--- src/rtl/tla_pkg.sv ---
// ----------------------------------------------------------------------------
// tla_pkg
// Shared types and byte codes of the terminal line assembler.
// ----------------------------------------------------------------------------
package tla_pkg;

    localparam logic [7:0] ESC_BYTE   = 8'h1B;
    localparam logic [7:0] CSI_BYTE   = 8'h5B;
    localparam logic [7:0] LF_BYTE    = 8'h0A;
    localparam logic [7:0] BS_BYTE    = 8'h08;
    localparam logic [7:0] DEL_BYTE   = 8'h7F;
    localparam logic [7:0] TAB_BYTE   = 8'h09;
    localparam logic [7:0] PRINT_LO   = 8'h20;
    localparam logic [7:0] PRINT_HI   = 8'h7E;
    localparam logic [7:0] FINAL_LO   = 8'h40;
    localparam logic [7:0] FINAL_HI   = 8'h7E;
    localparam logic [6:0] SPACE_CHAR = 7'h20;
    localparam logic [5:0] ESC_LIMIT  = 6'd32;

    // what a byte does outside of the escape bookkeeping
    typedef enum logic [2:0] {
        CLS_SWALLOW,
        CLS_LF,
        CLS_ERASE,
        CLS_TAB,
        CLS_PRINT,
        CLS_IGNORE
    } t_byte_class;

    typedef struct packed {
        logic take;
        logic append_byte;
        logic append_space;
        logic backspace;
        logic load_empty;
        logic fetch;
        logic advance;
        logic clear_line;
    } t_dp_cmd;

    typedef struct packed {
        t_byte_class byte_class;
        logic        len_zero;
        logic        tab_done;
        logic        out_last;
    } t_dp_status;

endpackage

--- src/rtl/tla_if.sv ---
// ----------------------------------------------------------------------------
// tla_if
// Valid/ready channels of the line assembler: raw bytes in, line words out.
// ----------------------------------------------------------------------------
interface tla_byte_if;
    logic       valid;
    logic       ready;
    logic [7:0] data_byte;

    modport source (output valid, output data_byte, input ready);
    modport sink   (input valid, input data_byte, output ready);
endinterface

interface tla_char_if;
    logic       valid;
    logic       ready;
    logic [6:0] line_char;
    logic       char_present;
    logic       line_last;

    modport source (output valid, output line_char, output char_present,
                    output line_last, input ready);
    modport sink   (input valid, input line_char, input char_present,
                    input line_last, output ready);
endinterface

--- src/rtl/terminal_line_assembler.sv ---
// ----------------------------------------------------------------------------
// terminal_line_assembler
// Builds text lines from raw serial bytes, swallowing escape sequences, and
// streams each finished line out on a line feed.
//
//   channel   dir  payload                              accepted when
//   i_byte    in   data_byte[7:0]                       valid && ready
//   o_char    out  line_char[6:0] char_present line_last  valid && ready
//
// A tab pads the line with spaces up to the next stop, ending early once the
// line is full (at least one padding step). A line feed streams the line out
// character by character through the single registered read port of the line
// store, fetching and then offering each one (an empty line sends one empty
// word), while the sink may hold ready low; no byte is taken
// meanwhile. Synchronous active-low reset empties the line and ends any escape.
// ----------------------------------------------------------------------------
module terminal_line_assembler
    import tla_pkg::*;
#(
    parameter int LINE_CAPACITY = 64
) (
    input  logic       i_clk,
    input  logic       i_rst_n,
    tla_byte_if.sink   i_byte,
    tla_char_if.source o_char
);

    t_dp_cmd    cmd;
    t_dp_status status;

    tla_ctrl u_ctrl (
        .i_clk       (i_clk),
        .i_rst_n     (i_rst_n),
        .i_in_valid  (i_byte.valid),
        .o_in_ready  (i_byte.ready),
        .o_out_valid (o_char.valid),
        .i_out_ready (o_char.ready),
        .i_status    (status),
        .o_cmd       (cmd)
    );

    tla_datapath #(
        .LINE_CAPACITY (LINE_CAPACITY)
    ) u_datapath (
        .i_clk          (i_clk),
        .i_rst_n        (i_rst_n),
        .i_cmd          (cmd),
        .i_data_byte    (i_byte.data_byte),
        .o_status       (status),
        .o_line_char    (o_char.line_char),
        .o_char_present (o_char.char_present),
        .o_line_last    (o_char.line_last)
    );

endmodule

--- src/rtl/tla_datapath.sv ---
// ----------------------------------------------------------------------------
// tla_datapath
// Line store, length, escape tracking, byte classification and output word.
// ----------------------------------------------------------------------------
module tla_datapath
    import tla_pkg::*;
#(
    parameter int LINE_CAPACITY = 64
) (
    input  logic       i_clk,
    input  logic       i_rst_n,
    input  t_dp_cmd    i_cmd,
    input  logic [7:0] i_data_byte,
    output t_dp_status o_status,
    output logic [6:0] o_line_char,
    output logic       o_char_present,
    output logic       o_line_last
);

    localparam int IDX_W = $clog2(LINE_CAPACITY);
    localparam int LEN_W = $clog2(LINE_CAPACITY + 1);
    localparam logic [LEN_W-1:0] CAP = LEN_W'(LINE_CAPACITY);

    logic [6:0]       r_mem [LINE_CAPACITY];
    logic [LEN_W-1:0] r_len, n_len;
    logic [IDX_W-1:0] r_rd_idx, n_rd_idx;
    logic             r_in_esc, n_in_esc;
    logic [5:0]       r_esc_cnt, n_esc_cnt;
    logic             r_esc_csi, n_esc_csi;
    logic [6:0]       r_char;
    logic             r_present;
    logic             r_last;

    logic             full;
    logic             wr_en;
    logic [6:0]       wr_data;
    logic             esc_end;
    t_byte_class      byte_class;

    assign full = (r_len >= CAP);

    always_comb begin
        if (r_in_esc || i_data_byte == ESC_BYTE) begin
            byte_class = CLS_SWALLOW;
        end else if (i_data_byte == LF_BYTE) begin
            byte_class = CLS_LF;
        end else if (i_data_byte == BS_BYTE || i_data_byte == DEL_BYTE) begin
            byte_class = CLS_ERASE;
        end else if (i_data_byte == TAB_BYTE) begin
            byte_class = CLS_TAB;
        end else if (i_data_byte inside {[PRINT_LO:PRINT_HI]}) begin
            byte_class = CLS_PRINT;
        end else begin
            byte_class = CLS_IGNORE;
        end
    end

    // escape bookkeeping, updated on every taken byte
    always_comb begin
        n_in_esc  = r_in_esc;
        n_esc_cnt = r_esc_cnt;
        n_esc_csi = r_esc_csi;
        esc_end   = 1'b0;
        if (i_cmd.take) begin
            if (r_in_esc) begin
                n_esc_cnt = r_esc_cnt + 6'd1;
                if (n_esc_cnt == 6'd2) begin
                    n_esc_csi = (i_data_byte == CSI_BYTE);
                end
                if (n_esc_csi) begin
                    if (n_esc_cnt > 6'd2 && i_data_byte inside {[FINAL_LO:FINAL_HI]}) begin
                        esc_end = 1'b1;
                    end
                end else begin
                    esc_end = 1'b1;
                end
                // overlong escape is abandoned
                if (n_esc_cnt > ESC_LIMIT) begin
                    esc_end = 1'b1;
                end
                if (esc_end) begin
                    n_in_esc  = 1'b0;
                    n_esc_cnt = 6'd0;
                    n_esc_csi = 1'b0;
                end
            end else if (i_data_byte == ESC_BYTE) begin
                n_in_esc  = 1'b1;
                n_esc_cnt = 6'd1;
                n_esc_csi = 1'b0;
            end
        end
    end

    assign wr_en   = (i_cmd.append_byte || i_cmd.append_space) && !full;
    assign wr_data = i_cmd.append_space ? SPACE_CHAR : i_data_byte[6:0];

    always_comb begin
        n_len    = r_len;
        n_rd_idx = r_rd_idx;
        if (i_cmd.clear_line) begin
            n_len    = '0;
            n_rd_idx = '0;
        end else if (i_cmd.advance) begin
            n_rd_idx = r_rd_idx + IDX_W'(1);
        end else if (wr_en) begin
            n_len = r_len + LEN_W'(1);
        end else if (i_cmd.backspace && r_len != '0) begin
            n_len = r_len - LEN_W'(1);
        end
    end

    always_ff @(posedge i_clk) begin
        if (!i_rst_n) begin
            r_len     <= '0;
            r_rd_idx  <= '0;
            r_in_esc  <= 1'b0;
            r_esc_cnt <= '0;
            r_esc_csi <= 1'b0;
        end else begin
            r_len     <= n_len;
            r_rd_idx  <= n_rd_idx;
            r_in_esc  <= n_in_esc;
            r_esc_cnt <= n_esc_cnt;
            r_esc_csi <= n_esc_csi;
        end
    end

    always_ff @(posedge i_clk) begin
        if (wr_en) begin
            r_mem[r_len[IDX_W-1:0]] <= wr_data;
        end
    end

    // output word register, read port of the line store
    always_ff @(posedge i_clk) begin
        if (i_cmd.fetch) begin
            r_char    <= r_mem[r_rd_idx];
            r_present <= 1'b1;
            r_last    <= (LEN_W'(r_rd_idx) + LEN_W'(1) == r_len);
        end else if (i_cmd.load_empty) begin
            r_char    <= '0;
            r_present <= 1'b0;
            r_last    <= 1'b1;
        end
    end

    assign o_status.byte_class = byte_class;
    assign o_status.len_zero   = (r_len == '0);
    assign o_status.tab_done   = full || (r_len[1:0] == 2'd3);
    assign o_status.out_last   = r_last;

    assign o_line_char    = r_char;
    assign o_char_present = r_present;
    assign o_line_last    = r_last;

`ifndef NO_ASSERTIONS
    a_len_bound: assert property (@(posedge i_clk) disable iff (!i_rst_n)
        r_len <= CAP)
        else $error("line length beyond capacity");

    a_esc_bound: assert property (@(posedge i_clk) disable iff (!i_rst_n)
        r_esc_cnt <= ESC_LIMIT && (r_in_esc || r_esc_cnt == '0))
        else $error("escape count out of range");

    a_erase: assert property (@(posedge i_clk) disable iff (!i_rst_n)
        i_cmd.backspace && r_len != '0 && !i_cmd.clear_line |=>
        r_len == $past(r_len) - LEN_W'(1))
        else $error("erase did not drop one character");
`endif

endmodule

--- src/rtl/tla_ctrl.sv ---
// ----------------------------------------------------------------------------
// tla_ctrl
// Sequencer of the line assembler: byte intake, tab padding, line readout.
// ----------------------------------------------------------------------------
module tla_ctrl
    import tla_pkg::*;
(
    input  logic       i_clk,
    input  logic       i_rst_n,
    input  logic       i_in_valid,
    output logic       o_in_ready,
    output logic       o_out_valid,
    input  logic       i_out_ready,
    input  t_dp_status i_status,
    output t_dp_cmd    o_cmd
);

    typedef enum logic [3:0] {
        S_IDLE  = 4'b0001,
        S_TAB   = 4'b0010,
        S_FETCH = 4'b0100,
        S_SEND  = 4'b1000
    } t_state;

    t_state r_state, n_state;
    logic   take;

    assign o_in_ready  = (r_state == S_IDLE);
    assign o_out_valid = (r_state == S_SEND);
    assign take        = o_in_ready && i_in_valid;

    always_comb begin
        n_state = r_state;
        o_cmd   = '0;
        case (r_state)
            S_IDLE: begin
                o_cmd.take = take;
                if (take) begin
                    case (i_status.byte_class)
                        CLS_LF: begin
                            if (i_status.len_zero) begin
                                o_cmd.load_empty = 1'b1;
                                n_state          = S_SEND;
                            end else begin
                                n_state = S_FETCH;
                            end
                        end
                        CLS_TAB:   n_state = S_TAB;
                        CLS_PRINT: o_cmd.append_byte = 1'b1;
                        CLS_ERASE: o_cmd.backspace = 1'b1;
                        default:   n_state = S_IDLE;
                    endcase
                end
            end
            S_TAB: begin
                // one space a cycle up to the next stop or a full line
                o_cmd.append_space = 1'b1;
                if (i_status.tab_done) begin
                    n_state = S_IDLE;
                end
            end
            S_FETCH: begin
                o_cmd.fetch = 1'b1;
                n_state     = S_SEND;
            end
            S_SEND: begin
                if (i_out_ready) begin
                    if (i_status.out_last) begin
                        o_cmd.clear_line = 1'b1;
                        n_state          = S_IDLE;
                    end else begin
                        o_cmd.advance = 1'b1;
                        n_state       = S_FETCH;
                    end
                end
            end
            default: n_state = S_IDLE;
        endcase
    end

    always_ff @(posedge i_clk) begin
        if (!i_rst_n) begin
            r_state <= S_IDLE;
        end else begin
            r_state <= n_state;
        end
    end

`ifndef NO_ASSERTIONS
    a_one_side: assert property (@(posedge i_clk) disable iff (!i_rst_n)
        !(o_in_ready && o_out_valid))
        else $error("intake open while a word is offered");

    a_fetch_send: assert property (@(posedge i_clk) disable iff (!i_rst_n)
        r_state == S_FETCH |=> o_out_valid)
        else $error("fetched word not offered");

    a_next_char: assert property (@(posedge i_clk) disable iff (!i_rst_n)
        o_out_valid && i_out_ready && !i_status.out_last |=> r_state == S_FETCH)
        else $error("line readout stopped early");
`endif

endmodule

--- src/flat_wrapper.sv ---
// flat-port wrapper written by rule: the top's interface ports become plain ports
module terminal_line_assembler_flat import tla_pkg::*;
#(
    parameter int LINE_CAPACITY = 64
)
  (i_clk, i_rst_n, i_byte_valid, i_byte_data_byte, i_byte_ready, o_char_valid, o_char_line_char, o_char_char_present, o_char_line_last, o_char_ready);
  tla_byte_if i_byte_i ();
  tla_char_if o_char_i ();
  input  logic i_clk;
  input  logic i_rst_n;
  input wire logic [$bits(i_byte_i.valid)-1:0] i_byte_valid;
  input wire logic [$bits(i_byte_i.data_byte)-1:0] i_byte_data_byte;
  output wire logic [$bits(i_byte_i.ready)-1:0] i_byte_ready;
  output wire logic [$bits(o_char_i.valid)-1:0] o_char_valid;
  output wire logic [$bits(o_char_i.line_char)-1:0] o_char_line_char;
  output wire logic [$bits(o_char_i.char_present)-1:0] o_char_char_present;
  output wire logic [$bits(o_char_i.line_last)-1:0] o_char_line_last;
  input wire logic [$bits(o_char_i.ready)-1:0] o_char_ready;
  assign i_byte_i.valid = i_byte_valid;
  assign i_byte_i.data_byte = i_byte_data_byte;
  assign i_byte_ready = i_byte_i.ready;
  assign o_char_valid = o_char_i.valid;
  assign o_char_line_char = o_char_i.line_char;
  assign o_char_char_present = o_char_i.char_present;
  assign o_char_line_last = o_char_i.line_last;
  assign o_char_i.ready = o_char_ready;
  terminal_line_assembler #(.LINE_CAPACITY(LINE_CAPACITY)) u_core (.i_clk(i_clk), .i_rst_n(i_rst_n), .i_byte(i_byte_i), .o_char(o_char_i));
endmodule
--- config.mk ---
export PLATFORM = sky130hd
export DESIGN_NAME = terminal_line_assembler_flat
export DESIGN_NICKNAME = d
export VERILOG_FILES = /design/src/rtl/tla_pkg.sv /design/src/rtl/tla_if.sv /design/src/rtl/terminal_line_assembler.sv /design/src/rtl/tla_datapath.sv /design/src/rtl/tla_ctrl.sv /design/src/flat_wrapper.sv
export SDC_FILE = /design/constraint.sdc
export NUM_CORES = 1
export LEC_CHECK = 0
export BUFFER_PORTS_ARGS = -buffer_cell sky130_fd_sc_hd__buf_2
export CORE_MARGIN = 4
export CORE_UTILIZATION = 39
export DETAILED_ROUTE_END_ITERATION = 6
export SLEW_MARGIN = 20
export SYNTH_ARGS = -nofsm -noshare
export SYNTH_HDL_FRONTEND = slang
export SYNTH_HIERARCHICAL = 1
export SYNTH_SLANG_ARGS = --single-unit
--- constraint.sdc ---
create_clock -name i_clk -period 4.1 [get_ports i_clk]
set_input_delay 0.205 -clock i_clk [delete_from_list [all_inputs] [get_ports i_clk]]
set_output_delay 0.205 -clock i_clk [all_outputs]
set_load 0.03 [all_outputs]
==> flow_metrics.py <==
metrics = {
    "run_status": {
        "outcome": "complete, no violations",
    },
    "synthesis": {
        "yosysSeqAreaShare": 0.728,
        "synth-warning-count": 6,
        "synth-edff-count": 456,
        "yosysUniqueCellTypes": 63,
        "netlist_instances": 1006,
        "ys_ff_latch": 488,
        "synth.avg_cell_area_um2": 19.6,
        "syn_nets": 1027,
        "ys_async_sr_fraction": 0,
        "ys_dominant_reg_cell": "edfxtp_1",
        "synth_area_um2": 19700,
    },
    "floorplan": {
        "io-pin-count": 23,
        "die_x_um": 233,
        "die-area_um2": 54100,
        "core.rowCount": 82,
        "initial_core_util": 0.393,
        "core_area_um2": 50100,
        "die_h_um": 233,
    },
    "power": {
        "ir_drop_uv": 261,
        "p_leak_nw": 6.99,
        "power_density_nw_per_um2": 444,
    },
    "timing": {
        "hold_viol": 0,
        "clock_skew_ns": 0.0181,
        "worstMarginPinSlew_ns": 1.04,
        "slew-limit-headroom": 0.305,
        "fin_tns_setup_ns": 0,
        "setup_viol": 0,
        "post-route-period-util": 0.879,
        "min_period_ns": 3.60,
        "rsz0062_at_grt": "no",
        "setup_slack_ns": 0.496,
        "timing.fmax_mhz": 277,
        "slew_viol_final": 0,
    },
    "clock_network": {
        "postCtsSetupBuffers": 0,
        "clk_latency_ns": 0.58,
        "cts_buffers": 51,
        "ctsHoldBuffers": 2,
        "cts_max_level": 2,
        "cts-resized-gates": 0,
        "clk_pin_slew_ns": 0.06,
        "root_buffer": "clkbuf_16",
        "cts.sinks": 488,
        "tritoncts": "yes",
        "clockBufferDepth": 3,
    },
    "routing": {
        "route.detailed.drc": 0,
        "wire_per_inst_um": 23.5,
        "first_pass_iters": 5,
        "drt_iter0_drc": 982,
        "ant_nets": 0,
        "via_count": 9916,
        "wl_um": 43000,
        "viasPerCell": 5.42,
    },
    "worst_hold_path": {
        "holdPathStages": 4,
        "hold_end": "u_core/u_datapath/o_char_present$_SDFFE_PP1P_",
        "hp-class": "input pin to flop",
        "hold_path_startpoint": "i_byte_valid",
    },
    "worst_setup_path": {
        "slowest_stage": "nor2_1",
        "cp-startpoint": "u_core/u_datapath/r_in_esc$_SDFFE_PN0P_",
        "critical_path_required_ns": 4.30,
        "critPathArrivalTime_ns": 3.80,
        "cp_num_buf_inv": 0,
        "path_class": "flop to flop",
        "reg2reg_depth": 8,
        "cp_max_fo": 9,
        "path_cells": "a21oi_1 -> nor3b_1 -> nor4b_1 -> nor2_1 -> or2_2 -> nor2_1 -> nand2_1 -> nor2_1",
        "r2r_slack_ns": 0.50,
        "regToRegStartpoint": "u_core/u_datapath/r_in_esc$_SDFFE_PN0P_",
        "worst_r2r_endpoint": "u_core/u_datapath/r_mem[36][6]$_DFFE_PP_",
        "crit_top_cell": "nor2_1",
        "end_kind": "flop",
        "crit_family": "simple AND/OR/NAND/NOR gates",
        "slowest_delay_ns": 0.65,
        "start_kind": "flop",
    },
    "placement": {
        "place_ws_ns": 0.429,
        "port_buffers": 22,
        "dp_hpwl_um": 26800,
        "gp_congestion": 0.789,
        "place_inst": 1733,
    },
    "run": {
        "cap_viol_max_count": 0,
    },
    "cells_and_area": {
        "instances_no_fill": 1828,
        "synthToLayoutAreaGrowth_pct": 15.2,
        "post_route_cells_drive_above_1_share": 0.292,
        "n_antenna_cell": 0,
        "finalNetCount": 1138,
    },
    "grt": {
        "grt_antenna_before_repair": 0,
        "gr-usage-all-layers": 0.160,
        "grt_max_degree": 62,
        "first_global_vias": 10000,
        "gr-total-overflow": 0,
        "grt_first_pass_wirelength_um": 64400,
    },
}
[per-stage QoR]
stage | power [mW] | area [um^2] | utilization | hold slack, ns
5_1_grt | 10.4 | 22700 | 0.453 | 0.0868
4_1_cts | 10.2 | 22700 | 0.453 | 0.0483
3_5_place_dp | 5.89 | 21100 | 0.421 | 0.440
2_1_floorplan | 5.77 | 19700 | - | 0.305
6_report | 10.1 | 22700 | 0.453 | 0.0690
3_3_place_gp | 5.88 | 21100 | 0.421 | 0.432
[report_power, final]
part	internal, mW	total [mW]	switching, mW
logic	0.0955	0.302	0.207
clock network	2.47	4.29	1.82
registers	5.46	5.48	0.0262
[state kept, by name, indices dropped and copies added (netlist names), named ones only]
| register | count |
|---|---|
| u_core/u_ctrl/r_state | 4 |
| u_core/u_datapath/o_char_present | 1 |
| u_core/u_datapath/o_line_char | 7 |
| u_core/u_datapath/o_line_last | 1 |
| u_core/u_datapath/r_esc_cnt | 6 |
| u_core/u_datapath/r_esc_csi | 1 |
| u_core/u_datapath/r_in_esc | 1 |
| u_core/u_datapath/r_len | 7 |
| u_core/u_datapath/r_mem | 448 |
| u_core/u_datapath/r_rd_idx | 6 |
[worst min-delay path, cell delays in order]
cell and delay [ns]:
buf_2 0.12, and2_1 0.15, inv_1 0.05, a21o_1 0.10
[cell usage in the layout (no fill, tap or decap), drive strengths merged, types with 4 or more instances in the layout]
master,Yosys,routed
ha,8,8
nor2b,13,13
mux2i,5,5
nand3,12,12
a21oi,11,11
o21ai,15,15
xnor2,11,11
a22oi,7,7
xor2,8,8
nand2,18,18
nand4,6,6
nor2,102,102
buf,22,104
clkinv,1,19
nor3,6,6
dfxtp,32,32
nand3b,6,6
nand2b,6,6
a21o,6,6
inv,12,14
edfxtp,456,456
nor4b,6,6
o221ai,8,8
mux4,133,133
clkbuf,26,67
mux2,14,14
nor3b,4,4
[Yosys cell counts, types with 4 or more instances]
| master | instances | area [um^2] |
|---|---|---|
| inv_1 | 12 | 45.0 |
| buf_1 | 6 | 22.5 |
| nand3_1 | 12 | 60.1 |
| nand2_1 | 18 | 67.6 |
| a21oi_1 | 10 | 50.1 |
| buf_4 | 4 | 30.0 |
| o21ai_0 | 5 | 25.0 |
| mux2_2 | 14 | 158 |
| o21ai_1 | 10 | 50.1 |
| mux2i_1 | 5 | 50.1 |
| nor3_1 | 6 | 30.0 |
| nor4b_1 | 4 | 35.0 |
| xor2_1 | 8 | 70.1 |
| nor3b_1 | 4 | 30.0 |
| o221ai_1 | 8 | 70.1 |
| nand4_1 | 6 | 37.5 |
| nor2_1 | 102 | 383 |
| dfxtp_1 | 32 | 641 |
| clkbuf_1 | 26 | 97.6 |
| mux4_2 | 133 | 3000 |
| xnor2_1 | 11 | 96.3 |
| buf_2 | 8 | 40.0 |
| nand2b_1 | 6 | 37.5 |
| a22oi_1 | 7 | 52.6 |
| edfxtp_1 | 456 | 13700 |
| nor2b_1 | 13 | 81.3 |
| ha_1 | 8 | 100 |
| nand3b_1 | 6 | 45.0 |
| buf_6 | 4 | 45.0 |
| a21o_1 | 6 | 45.0 |
[worst max-delay path by stage]
stage	endpoint	slack [ns]	cells after the start
2_1_floorplan	u_core/u_datapath/r_len[5]$_SDFFE_PP0P_	0.75	13
3_3_place_gp	u_core/u_datapath/r_mem[37][3]$_DFFE_PP_	0.51	11
3_5_place_dp	u_core/u_datapath/r_mem[37][6]$_DFFE_PP_	0.43	11
4_1_cts	u_core/u_datapath/r_mem[37][6]$_DFFE_PP_	0.56	8
5_1_grt	u_core/u_datapath/r_mem[37][1]$_DFFE_PP_	0.16	8
6_report	u_core/u_datapath/r_mem[36][6]$_DFFE_PP_	0.50	8
[logic make-up after synthesis]
group / Yosys count / synth area share
flip-flops: 488 / 0.728
AND/OR/NAND/NOR: 198 / 0.0498
multiplexers: 152 / 0.163
AO/OA/AOI/OAI: 79 / 0.0301
buffers and inverters: 61 / 0.0144
XOR/XNOR: 19 / 0.00846
adder cells (fa/ha/maj): 9 / 0.00610
[metal layers]
| metal | vias up | GRT usage | part of all wire |
|---|---|---|---|
| li1 | 4350 | - | - |
| met1 | 5198 | 0.236 | 0.44 |
| met2 | 305 | 0.250 | 0.47 |
| met3 | 63 | 0.0333 | 0.069 |
| met4 | 0 | 0.0344 | 0.018 |
| met5 | - | 0 | 0 |
[layout make-up]
type	instances	area [um^2]
timing repair buffer	106	796
clock inverter	25	199
clock buffer	67	1340
fill	4285	27400
sequential	488	14300
multi-input combinational	457	5110
inverter	13	48.8
tap	672	841
(Power assumes the default switching activity.)
